===== src/hw/rtl/assert_macros.svh =====
// Assertion helpers shared by the RTL.
`ifndef ASSERT_MACROS_SVH
`define ASSERT_MACROS_SVH

// Checked on every rising edge of clk outside reset.
`define ASSERT_CLK(lbl, prop, msg) \
  lbl: assert property (@(posedge clk) disable iff (rst) prop) else $error(msg);

// Checked on every rising edge of clk, reset included.
`define ASSERT_ALWAYS(lbl, prop, msg) \
  lbl: assert property (@(posedge clk) prop) else $error(msg);

`endif


===== src/hw/rtl/rc4ks_pkg.sv =====
`timescale 1ns / 1ps

package rc4ks_pkg;

  localparam int TBL_DEPTH = 256;
  localparam int ADDR_W    = $clog2(TBL_DEPTH);
  localparam int DATA_W    = 8;

  typedef logic [ADDR_W-1:0] addr_t;
  typedef logic [DATA_W-1:0] byte_t;

  localparam addr_t ADDR_LAST = addr_t'(TBL_DEPTH - 1);

  typedef enum logic [3:0] {
    ST_IDLE  = 4'd0,
    ST_SINIT = 4'd1,
    ST_K0    = 4'd2,
    ST_K1    = 4'd3,
    ST_K2    = 4'd4,
    ST_K3    = 4'd5,
    ST_POST  = 4'd6,
    ST_G0    = 4'd7,
    ST_G1    = 4'd8,
    ST_G2    = 4'd9,
    ST_G3    = 4'd10,
    ST_EMIT  = 4'd11
  } step_t;

  typedef enum logic [2:0] {
    C_SEQ,
    C_GOTO,
    C_DISPATCH,
    C_LOOP_K,
    C_WAIT_OUT
  } cond_t;

  typedef enum logic [1:0] {
    RA_I,
    RA_I_INC,
    RA_J_SUM,
    RA_TA_SUM
  } ra_sel_t;

  typedef enum logic [1:0] {
    I_HOLD,
    I_ZERO,
    I_INC
  } i_op_t;

  typedef enum logic [1:0] {
    J_HOLD,
    J_ZERO,
    J_SUM
  } j_op_t;

  typedef enum logic {
    WA_I,
    WA_J
  } wa_sel_t;

  typedef enum logic {
    WD_RD,
    WD_TA
  } wd_sel_t;

  typedef struct packed {
    ra_sel_t ra_sel;
    i_op_t   i_op;
    j_op_t   j_op;
    logic    add_key;
    logic    we;
    wa_sel_t wa_sel;
    wd_sel_t wd_sel;
    logic    ld_ta;
    logic    ld_tb;
    logic    ld_sel;
    logic    ld_res;
    logic    emit;
    logic    vld_clr;
  } dp_ctl_t;

  typedef struct packed {
    cond_t   cond;
    step_t   target;
    logic    take_in;
    dp_ctl_t dp;
  } ucw_t;

  typedef struct packed {
    logic i_last;
    logic out_free;
  } dp_stat_t;

  // Control store: one word per step.
  function automatic ucw_t ctl_rom(step_t st);
    ucw_t w;
    w        = '0;
    w.cond   = C_GOTO;
    w.target = ST_IDLE;
    case (st)
      ST_IDLE: begin
        w.cond    = C_DISPATCH;
        w.target  = ST_G0;
        w.take_in = 1'b1;
      end
      ST_SINIT: begin
        w.cond       = C_SEQ;
        w.dp.vld_clr = 1'b1;
        w.dp.i_op    = I_ZERO;
        w.dp.j_op    = J_ZERO;
      end
      ST_K0: begin
        w.cond      = C_SEQ;
        w.dp.ra_sel = RA_I;
      end
      ST_K1: begin
        w.cond       = C_SEQ;
        w.dp.ld_ta   = 1'b1;
        w.dp.add_key = 1'b1;
        w.dp.j_op    = J_SUM;
        w.dp.ra_sel  = RA_J_SUM;
      end
      ST_K2: begin
        w.cond      = C_SEQ;
        w.dp.we     = 1'b1;
        w.dp.wa_sel = WA_I;
        w.dp.wd_sel = WD_RD;
      end
      ST_K3: begin
        w.cond      = C_LOOP_K;
        w.target    = ST_K0;
        w.dp.we     = 1'b1;
        w.dp.wa_sel = WA_J;
        w.dp.wd_sel = WD_TA;
        w.dp.i_op   = I_INC;
      end
      ST_POST: begin
        w.cond    = C_SEQ;
        w.dp.j_op = J_ZERO;
      end
      ST_G0: begin
        w.cond      = C_SEQ;
        w.dp.ra_sel = RA_I_INC;
        w.dp.i_op   = I_INC;
      end
      ST_G1: begin
        w.cond      = C_SEQ;
        w.dp.ld_ta  = 1'b1;
        w.dp.j_op   = J_SUM;
        w.dp.ra_sel = RA_J_SUM;
      end
      ST_G2: begin
        w.cond      = C_SEQ;
        w.dp.ld_tb  = 1'b1;
        w.dp.ld_sel = 1'b1;
        w.dp.ra_sel = RA_TA_SUM;
        w.dp.we     = 1'b1;
        w.dp.wa_sel = WA_I;
        w.dp.wd_sel = WD_RD;
      end
      ST_G3: begin
        w.cond      = C_SEQ;
        w.dp.ld_res = 1'b1;
        w.dp.we     = 1'b1;
        w.dp.wa_sel = WA_J;
        w.dp.wd_sel = WD_TA;
      end
      ST_EMIT: begin
        w.cond    = C_WAIT_OUT;
        w.target  = ST_IDLE;
        w.dp.emit = 1'b1;
      end
      default: begin
        w.cond   = C_GOTO;
        w.target = ST_IDLE;
      end
    endcase
    return w;
  endfunction

endpackage


===== src/hw/rtl/rc4_keystream_generator.sv =====
`timescale 1ns / 1ps
// Channel   | Handshake           | Payload
// ----------+---------------------+-----------------------------
// input     | in_valid / in_stall | restart
// output    | out_valid/out_stall | keystream_byte [7:0]
// key write | key_byte_we         | key_byte [7:0]
//
// A beat without restart runs from acceptance to the next acceptance through
// dispatch, four steps on the permutation RAM, and the hand-off to output.
// A restart beat adds an init step, 256 rounds of steps K0 to K3 and a post step.
// Reset gives the identity permutation at once through per-entry valid bits.
// A stalled output holds the sequencer in its hand-off step; input is taken only
// in the dispatch step.

module rc4_keystream_generator (
  input  logic                    clk,
  input  logic                    rst,
  input  logic                    key_byte_we,
  input  rc4ks_pkg::byte_t        key_byte,
  input  logic                    in_valid,
  output logic                    in_stall,
  input  logic                    restart,
  output logic                    out_valid,
  input  logic                    out_stall,
  output rc4ks_pkg::byte_t        keystream_byte
);

  import rc4ks_pkg::*;

  byte_t    key_reg;
  dp_ctl_t  ctl;
  dp_stat_t stat;

  always_ff @(posedge clk) begin
    if (rst) begin
      key_reg <= '0;
    end else if (key_byte_we) begin
      key_reg <= key_byte;
    end
  end

  rc4ks_seq u_seq (
    .clk      (clk),
    .rst      (rst),
    .in_valid (in_valid),
    .in_stall (in_stall),
    .restart  (restart),
    .stat     (stat),
    .ctl      (ctl)
  );

  rc4ks_dp u_dp (
    .clk            (clk),
    .rst            (rst),
    .ctl            (ctl),
    .key            (key_reg),
    .stat           (stat),
    .out_valid      (out_valid),
    .out_stall      (out_stall),
    .keystream_byte (keystream_byte)
  );

endmodule


===== src/hw/rtl/rc4ks_ram.sv =====
`timescale 1ns / 1ps

module rc4ks_ram #(
  parameter int WIDTH = 8,
  parameter int DEPTH = 256
) (
  input  logic                     clk,
  input  logic                     we,
  input  logic [$clog2(DEPTH)-1:0] waddr,
  input  logic [WIDTH-1:0]         wdata,
  input  logic [$clog2(DEPTH)-1:0] raddr,
  output logic [WIDTH-1:0]         rdata
);

  logic [WIDTH-1:0] mem [DEPTH];

  always_ff @(posedge clk) begin
    if (we) begin
      mem[waddr] <= wdata;
    end
    rdata <= mem[raddr];
  end

endmodule


===== src/hw/rtl/rc4ks_seq.sv =====
`timescale 1ns / 1ps
`include "assert_macros.svh"

module rc4ks_seq (
  input  logic                clk,
  input  logic                rst,
  input  logic                in_valid,
  output logic                in_stall,
  input  logic                restart,
  input  rc4ks_pkg::dp_stat_t stat,
  output rc4ks_pkg::dp_ctl_t  ctl
);

  import rc4ks_pkg::*;

  step_t pc;
  step_t pc_next;
  ucw_t  w;
  step_t pc_inc;

  assign w        = ctl_rom(pc);
  assign pc_inc   = step_t'(pc + 4'd1);
  assign ctl      = w.dp;
  assign in_stall = !w.take_in;

  always_ff @(posedge clk) begin
    if (rst) begin
      pc <= ST_IDLE;
    end else begin
      pc <= pc_next;
    end
  end

  always_comb begin
    pc_next = pc;
    case (w.cond)
      C_SEQ:  pc_next = pc_inc;
      C_GOTO: pc_next = w.target;
      C_DISPATCH: begin
        if (in_valid) begin
          pc_next = restart ? pc_inc : w.target;
        end
      end
      C_LOOP_K:   pc_next = stat.i_last ? pc_inc : w.target;
      C_WAIT_OUT: pc_next = stat.out_free ? w.target : pc;
      default:    pc_next = ST_IDLE;
    endcase
  end

  `ASSERT_CLK(a_go_gen, (in_valid && !in_stall && !restart) |=> (pc == ST_G0), "no generation")
  `ASSERT_CLK(a_go_sched, (in_valid && !in_stall && restart) |=> (pc == ST_SINIT), "no schedule")
  `ASSERT_CLK(a_sched_end, (pc == ST_K3 && stat.i_last) |=> (pc == ST_POST), "schedule overran")

endmodule


===== src/hw/rtl/rc4ks_dp.sv =====
`timescale 1ns / 1ps
`include "assert_macros.svh"

module rc4ks_dp (
  input  logic                clk,
  input  logic                rst,
  input  rc4ks_pkg::dp_ctl_t  ctl,
  input  rc4ks_pkg::byte_t    key,
  output rc4ks_pkg::dp_stat_t stat,
  output logic                out_valid,
  input  logic                out_stall,
  output rc4ks_pkg::byte_t    keystream_byte
);

  import rc4ks_pkg::*;

  addr_t i;
  addr_t j;
  byte_t ta;
  byte_t tb;
  addr_t sel;
  byte_t res;
  byte_t res_next;

  logic [TBL_DEPTH-1:0] vld;
  logic  vld_q;
  addr_t raddr;
  addr_t raddr_q;
  addr_t waddr;
  byte_t wdata;
  byte_t ram_q;
  byte_t rd;
  byte_t jsum;
  logic  out_free;

  rc4ks_ram #(
    .WIDTH (DATA_W),
    .DEPTH (TBL_DEPTH)
  ) u_ram (
    .clk   (clk),
    .we    (ctl.we),
    .waddr (waddr),
    .wdata (wdata),
    .raddr (raddr),
    .rdata (ram_q)
  );

  // An entry never written since the last clear holds its own index.
  assign rd   = vld_q ? ram_q : byte_t'(raddr_q);
  assign jsum = byte_t'(j) + rd + (ctl.add_key ? key : byte_t'(0));

  always_comb begin
    case (ctl.ra_sel)
      RA_I:      raddr = i;
      RA_I_INC:  raddr = i + addr_t'(1);
      RA_J_SUM:  raddr = addr_t'(jsum);
      RA_TA_SUM: raddr = addr_t'(ta + rd);
      default:   raddr = i;
    endcase
  end

  assign waddr = (ctl.wa_sel == WA_J) ? j : i;
  assign wdata = (ctl.wd_sel == WD_TA) ? ta : rd;

  // The swap lands in memory around the final read: take swapped entries from ta and tb.
  always_comb begin
    if (sel == j) begin
      res_next = ta;
    end else if (sel == i) begin
      res_next = tb;
    end else begin
      res_next = rd;
    end
  end

  assign out_free      = !out_valid || !out_stall;
  assign stat.out_free = out_free;
  assign stat.i_last   = (i == ADDR_LAST);

  always_ff @(posedge clk) begin
    if (rst) begin
      vld <= '0;
    end else if (ctl.vld_clr) begin
      vld <= '0;
    end else if (ctl.we) begin
      vld[waddr] <= 1'b1;
    end
  end

  always_ff @(posedge clk) begin
    vld_q   <= vld[raddr];
    raddr_q <= raddr;
  end

  always_ff @(posedge clk) begin
    if (rst) begin
      i <= '0;
      j <= '0;
    end else begin
      case (ctl.i_op)
        I_ZERO:  i <= '0;
        I_INC:   i <= i + addr_t'(1);
        default: i <= i;
      endcase
      case (ctl.j_op)
        J_ZERO:  j <= '0;
        J_SUM:   j <= addr_t'(jsum);
        default: j <= j;
      endcase
    end
  end

  always_ff @(posedge clk) begin
    if (ctl.ld_ta) begin
      ta <= rd;
    end
    if (ctl.ld_tb) begin
      tb <= rd;
    end
    if (ctl.ld_sel) begin
      sel <= addr_t'(ta + rd);
    end
    if (ctl.ld_res) begin
      res <= res_next;
    end
  end

  always_ff @(posedge clk) begin
    if (rst) begin
      out_valid <= 1'b0;
    end else if (ctl.emit && out_free) begin
      out_valid <= 1'b1;
    end else if (!out_stall) begin
      out_valid <= 1'b0;
    end
  end

  always_ff @(posedge clk) begin
    if (ctl.emit && out_free) begin
      keystream_byte <= res;
    end
  end

  `ASSERT_CLK(a_emit_load, (ctl.emit && out_free) |=> out_valid, "emitted byte must show on output")
  `ASSERT_CLK(a_vld_set, ctl.we |=> vld[$past(waddr)], "written entry must be marked valid")

endmodule

===== config.mk =====
export PLATFORM = sky130hd
export DESIGN_NAME = rc4_keystream_generator
export DESIGN_NICKNAME = d
export VERILOG_FILES = /design/src/hw/rtl/rc4ks_pkg.sv /design/src/hw/rtl/rc4_keystream_generator.sv /design/src/hw/rtl/rc4ks_ram.sv /design/src/hw/rtl/rc4ks_seq.sv /design/src/hw/rtl/rc4ks_dp.sv
export VERILOG_INCLUDE_DIRS = /design/src /design/src/hw/rtl
export SDC_FILE = /design/constraint.sdc
export NUM_CORES = 2
export LEC_CHECK = 0
export BUFFER_PORTS_ARGS = -buffer_cell sky130_fd_sc_hd__buf_2
export CAP_MARGIN = 20
export CORE_AREA = 2 2 469 819
export CTS_CLUSTER_DIAMETER = 80
export DETAILED_ROUTE_END_ITERATION = 16
export DIE_AREA = 0 0 471 821
export PLACE_DENSITY = 0.46
export SETUP_SLACK_MARGIN = 0.05
export SLEW_MARGIN = 5
export SYNTH_ARGS = -nofsm -noshare
export SYNTH_HDL_FRONTEND = slang
export SYNTH_HIERARCHICAL = 1
export SYNTH_SLANG_ARGS = --single-unit
export TNS_END_PERCENT = 10

===== constraint.sdc =====
create_clock -name clk -period 9.6 [get_ports clk]
set_clock_uncertainty 0.15 [all_clocks]
set_input_delay 0.48 -clock clk [delete_from_list [all_inputs] [get_ports clk]]
set_output_delay 0.48 -clock clk [all_outputs]
set_load 0.01 [all_outputs]

==> results.yml <==
status:
  status: "complete, no violations"
clock_network:
  cts_max_level: 4
  cts_buffer_depth: 4
  cts_tree: "yes"
  cts_setup_buffers: 0
  clock-sinks: 2390
  path_clk_slew_ns: 0.07
  cts_buffers: 218
  cts_hold_buf: 29
  cts_resized: 0
  root_buffer: "clkbuf_16"
  clock_latency_ns: 0.92
setup_path:
  critPathKind: "flop to flop"
  crit_slowest_cell: "nor3b_2"
  rr_endpoint: "u_dp/u_ram/rdata[0]$_DFF_P_"
  crit_path_frequent_cell: "a21oi_1"
  cp-start-kind: "flop"
  crit_chain: "ha_1 > and2_1 > nand2_1 > fa_1 > inv_1 > ha_1 > fa_1 > a21o_1 > a21oi_1 > o21bai_1 > a21oi_1 > xnor2_1 > a221o_1 > a31oi_1 > inv_1 > nor3b_2 > o221ai_1 > nand2_1 > a21oi_1 > nor4_1 > nor4_2"
  reg2reg_depth: 21
  r2r_slack_ns: 2.14
  end_kind: "flop"
  critical_path.max_stage_delay_ns: 0.87
  crit_required_ns: 10.19
  worstPathArrival_ns: 8.06
  reg2reg_from: "u_seq/pc[1]$_SDFFE_PP0P_"
  crit_end: "u_dp/u_ram/rdata[0]$_DFF_P_"
  cp_max_fo: 13
  crit_path_start: "u_seq/pc[1]$_SDFFE_PP0P_"
floorplan:
  rows: 300
  dieHeight_um: 821
  start_util: 0.2487
  die_area_mm2: 0.3867
  core_mm2: 0.3806
  die_w_um: 471
  io-pin-count: 24
finish:
  nets: 5479
  nFillCells: 37890
  syn2layout_area_growth_pct: 13.72
  drive_gt1_frac: 0.1831
  top_regs: "u_dp/u_ram/mem: 2048 flops, u_dp/vld: 256 flops"
  top_register: "u_dp/u_ram/mem"
  final_common_cell: "edfxtp_1"
  layout_common_cells: "edfxtp_1, nor2_1, mux4_2, a21oi_1, dfxtp_1"
  largest_reg_flops: 2048
power_and_ir_drop:
  ir_drop_mv: 0.1598
  power_density_mw_per_mm2: 221.8
  leakage_nw: 32.12
logic_synthesis:
  synth_top_family_by_area: "multiplexers"
  synth_seq_area_share: 0.7263
  synthFlopType: "edfxtp_1"
  synth_compound_area_frac: 0.05305
  synth_cells: 5394
  syn_nets: 5437
  yosysWarningCount: 6
  synth-simple-area-share: 0.04493
  synth-seq-cells: 2390
  synth_top_area_cell: "edfxtp_1"
  syn_area_per_cell_um2: 17.55
  synthAdderAreaFrac: 0.004547
  synth_mux_area_frac: 0.1443
  syn_area_mm2: 0.09465
  synth_top_area_frac: 0.6624
  ys_types: 76
  synth_edf_count: 2088
  async_flop_share: 0
  synth_area_leaders: "edfxtp_1, mux4_2, dfxtp_1"
  synth-xor-area-share: 0.003424
sta:
  slew_headroom: 0.1832
  finalSetupViolCount: 0
  finalCritPeriodShare: 0.7776
  setup_tns_ns: 0
  clock.fmax_ghz: 0.1340
  tightest_slew_ns: 1.214
  hold_ws_ns: 0.2686
  hold_viol_final: 0
  fin_crit_ns: 7.465
  rsz0062_at_grt: "false"
  maxSlewViolCount: 0
place:
  placement.io_buffers: 23
  hpwl_mm: 186.2
  place_congestion: 0.8678
detailed_routing:
  num_vias: 49930
  firstDrtPassIters: 8
  dr.first_iter.drc_count: 4136
  ant_nets: 0
  routedWlPerCell_um: 26.76
  vias_per_cell: 4.715
  drc: 0
  wirelength_mm: 283.4
global_routing:
  grt.busiest_layer: "met2"
  grt_max_degree: 189
  grt_antenna_before_repair: 8
  grt-ovfl-total: 0
  use_met2: 0.2797
  met1_usage: 0.1518
  grt_pass1_wl_mm: 400.0
  use_met3: 0.01608
  track_usage: 0.1430
  grt_pass1_vias: 51340
flow_run:
  maxCapViolCount: 0
hold_path:
  hold_class: "flop to flop"
  whs_path_depth: 0
==> how the worst min path moves through the flow <==
| stage | start | to | slack (ns) |
|---|---|---|---|
| CTS | u_dp/res[4]$_DFFE_PP_ | u_dp/keystream_byte[4]$_DFFE_PP_ | 0.27 |
| floorplan | u_dp/res[0]$_DFFE_PP_ | u_dp/keystream_byte[0]$_DFFE_PP_ | 0.25 |
| detailed placement | u_dp/res[4]$_DFFE_PP_ | u_dp/keystream_byte[4]$_DFFE_PP_ | 0.26 |
| global route | u_dp/res[4]$_DFFE_PP_ | u_dp/keystream_byte[4]$_DFFE_PP_ | 0.29 |
| finish | u_dp/res[4]$_DFFE_PP_ | u_dp/keystream_byte[4]$_DFFE_PP_ | 0.27 |
| global placement | u_dp/res[2]$_DFFE_PP_ | u_dp/keystream_byte[2]$_DFFE_PP_ | 0.26 |
==> cell type report <==
class                   count  area (um2)  area share
well taps                4983        6235     0.05792
clock buffers             278        5834     0.05420
diodes                      3       7.507  0.00006974
flip-flops and latches   2390       68750      0.6387
repair buffers            179        1654     0.01537
clock inverters           111        1059    0.009834
multi-input cells        2605       23950      0.2225
inverters                  42       157.7    0.001465
==> synth_stat cells (all sizes together) (9+ instances only) <==
library cell  number
edfxtp          2088
nor2             616
mux4             457
a21oi            385
dfxtp            302
mux2i            260
clkbuf           194
buf              163
a22oi            142
nand2             77
a211oi            66
mux2              66
nor2b             56
nor3              49
o221ai            47
o22ai             46
nand3             42
inv               41
nor4              40
and2              22
o21ai             22
xor2              22
ha                20
nand2b            18
xnor2             15
a221oi            14
o211ai            12
nand4             11
or2               10
a31oi              9
fa                 9
o32ai              9
==> kinds of logic after synthesis <==
kind of cell	count (synthesis)
AND/OR/NAND/NOR	964
buffers and inverters	399
multiplexers	783
XOR/XNOR	37
adder cells (fa/ha/maj)	29
flip-flops	2390
AO/OA/AOI/OAI	792
==> worst max-delay path, delay by kind of cell, from the launching register on <==
family / cells / cell delay (ns)
buf+inv: 2 / 0.69
fa+ha+maj: 4 / 1.59
flops: 1 / 0.42
simple gates: 6 / 2.38
xor+xnor: 1 / 0.11
compound gates: 8 / 1.95
==> per-stage QoR <==
step           instances    util  power (mW)  setup WS [ns]  area (um2)
4_1_cts            10580  0.2826       24.21          2.287      107600
3_3_place_gp       10150  0.2634       15.45          2.278      100300
2_1_floorplan       5394       -       14.26          4.216       94650
6_report           10590  0.2828       23.88          2.135      107600
5_1_grt            10590  0.2828       24.65          1.910      107600
3_5_place_dp       10160  0.2638       15.53          2.301      100400
==> where the power goes <==
group	switching, mW	internal, mW	total, mW
combinational	2.22	0.862	3.08
clock	3.90	4.75	8.65
sequential	0.0490	12.1	12.2
total	6.17	17.7	23.9
==> per-layer routing <==
layer  wire length, um  up-vias
li1                  -    21470
met1            100700    26740
met2            158700     1284
met3             10220      438
met4             13710        2
met5                45        -
Power figures use the tool's default switching activity.
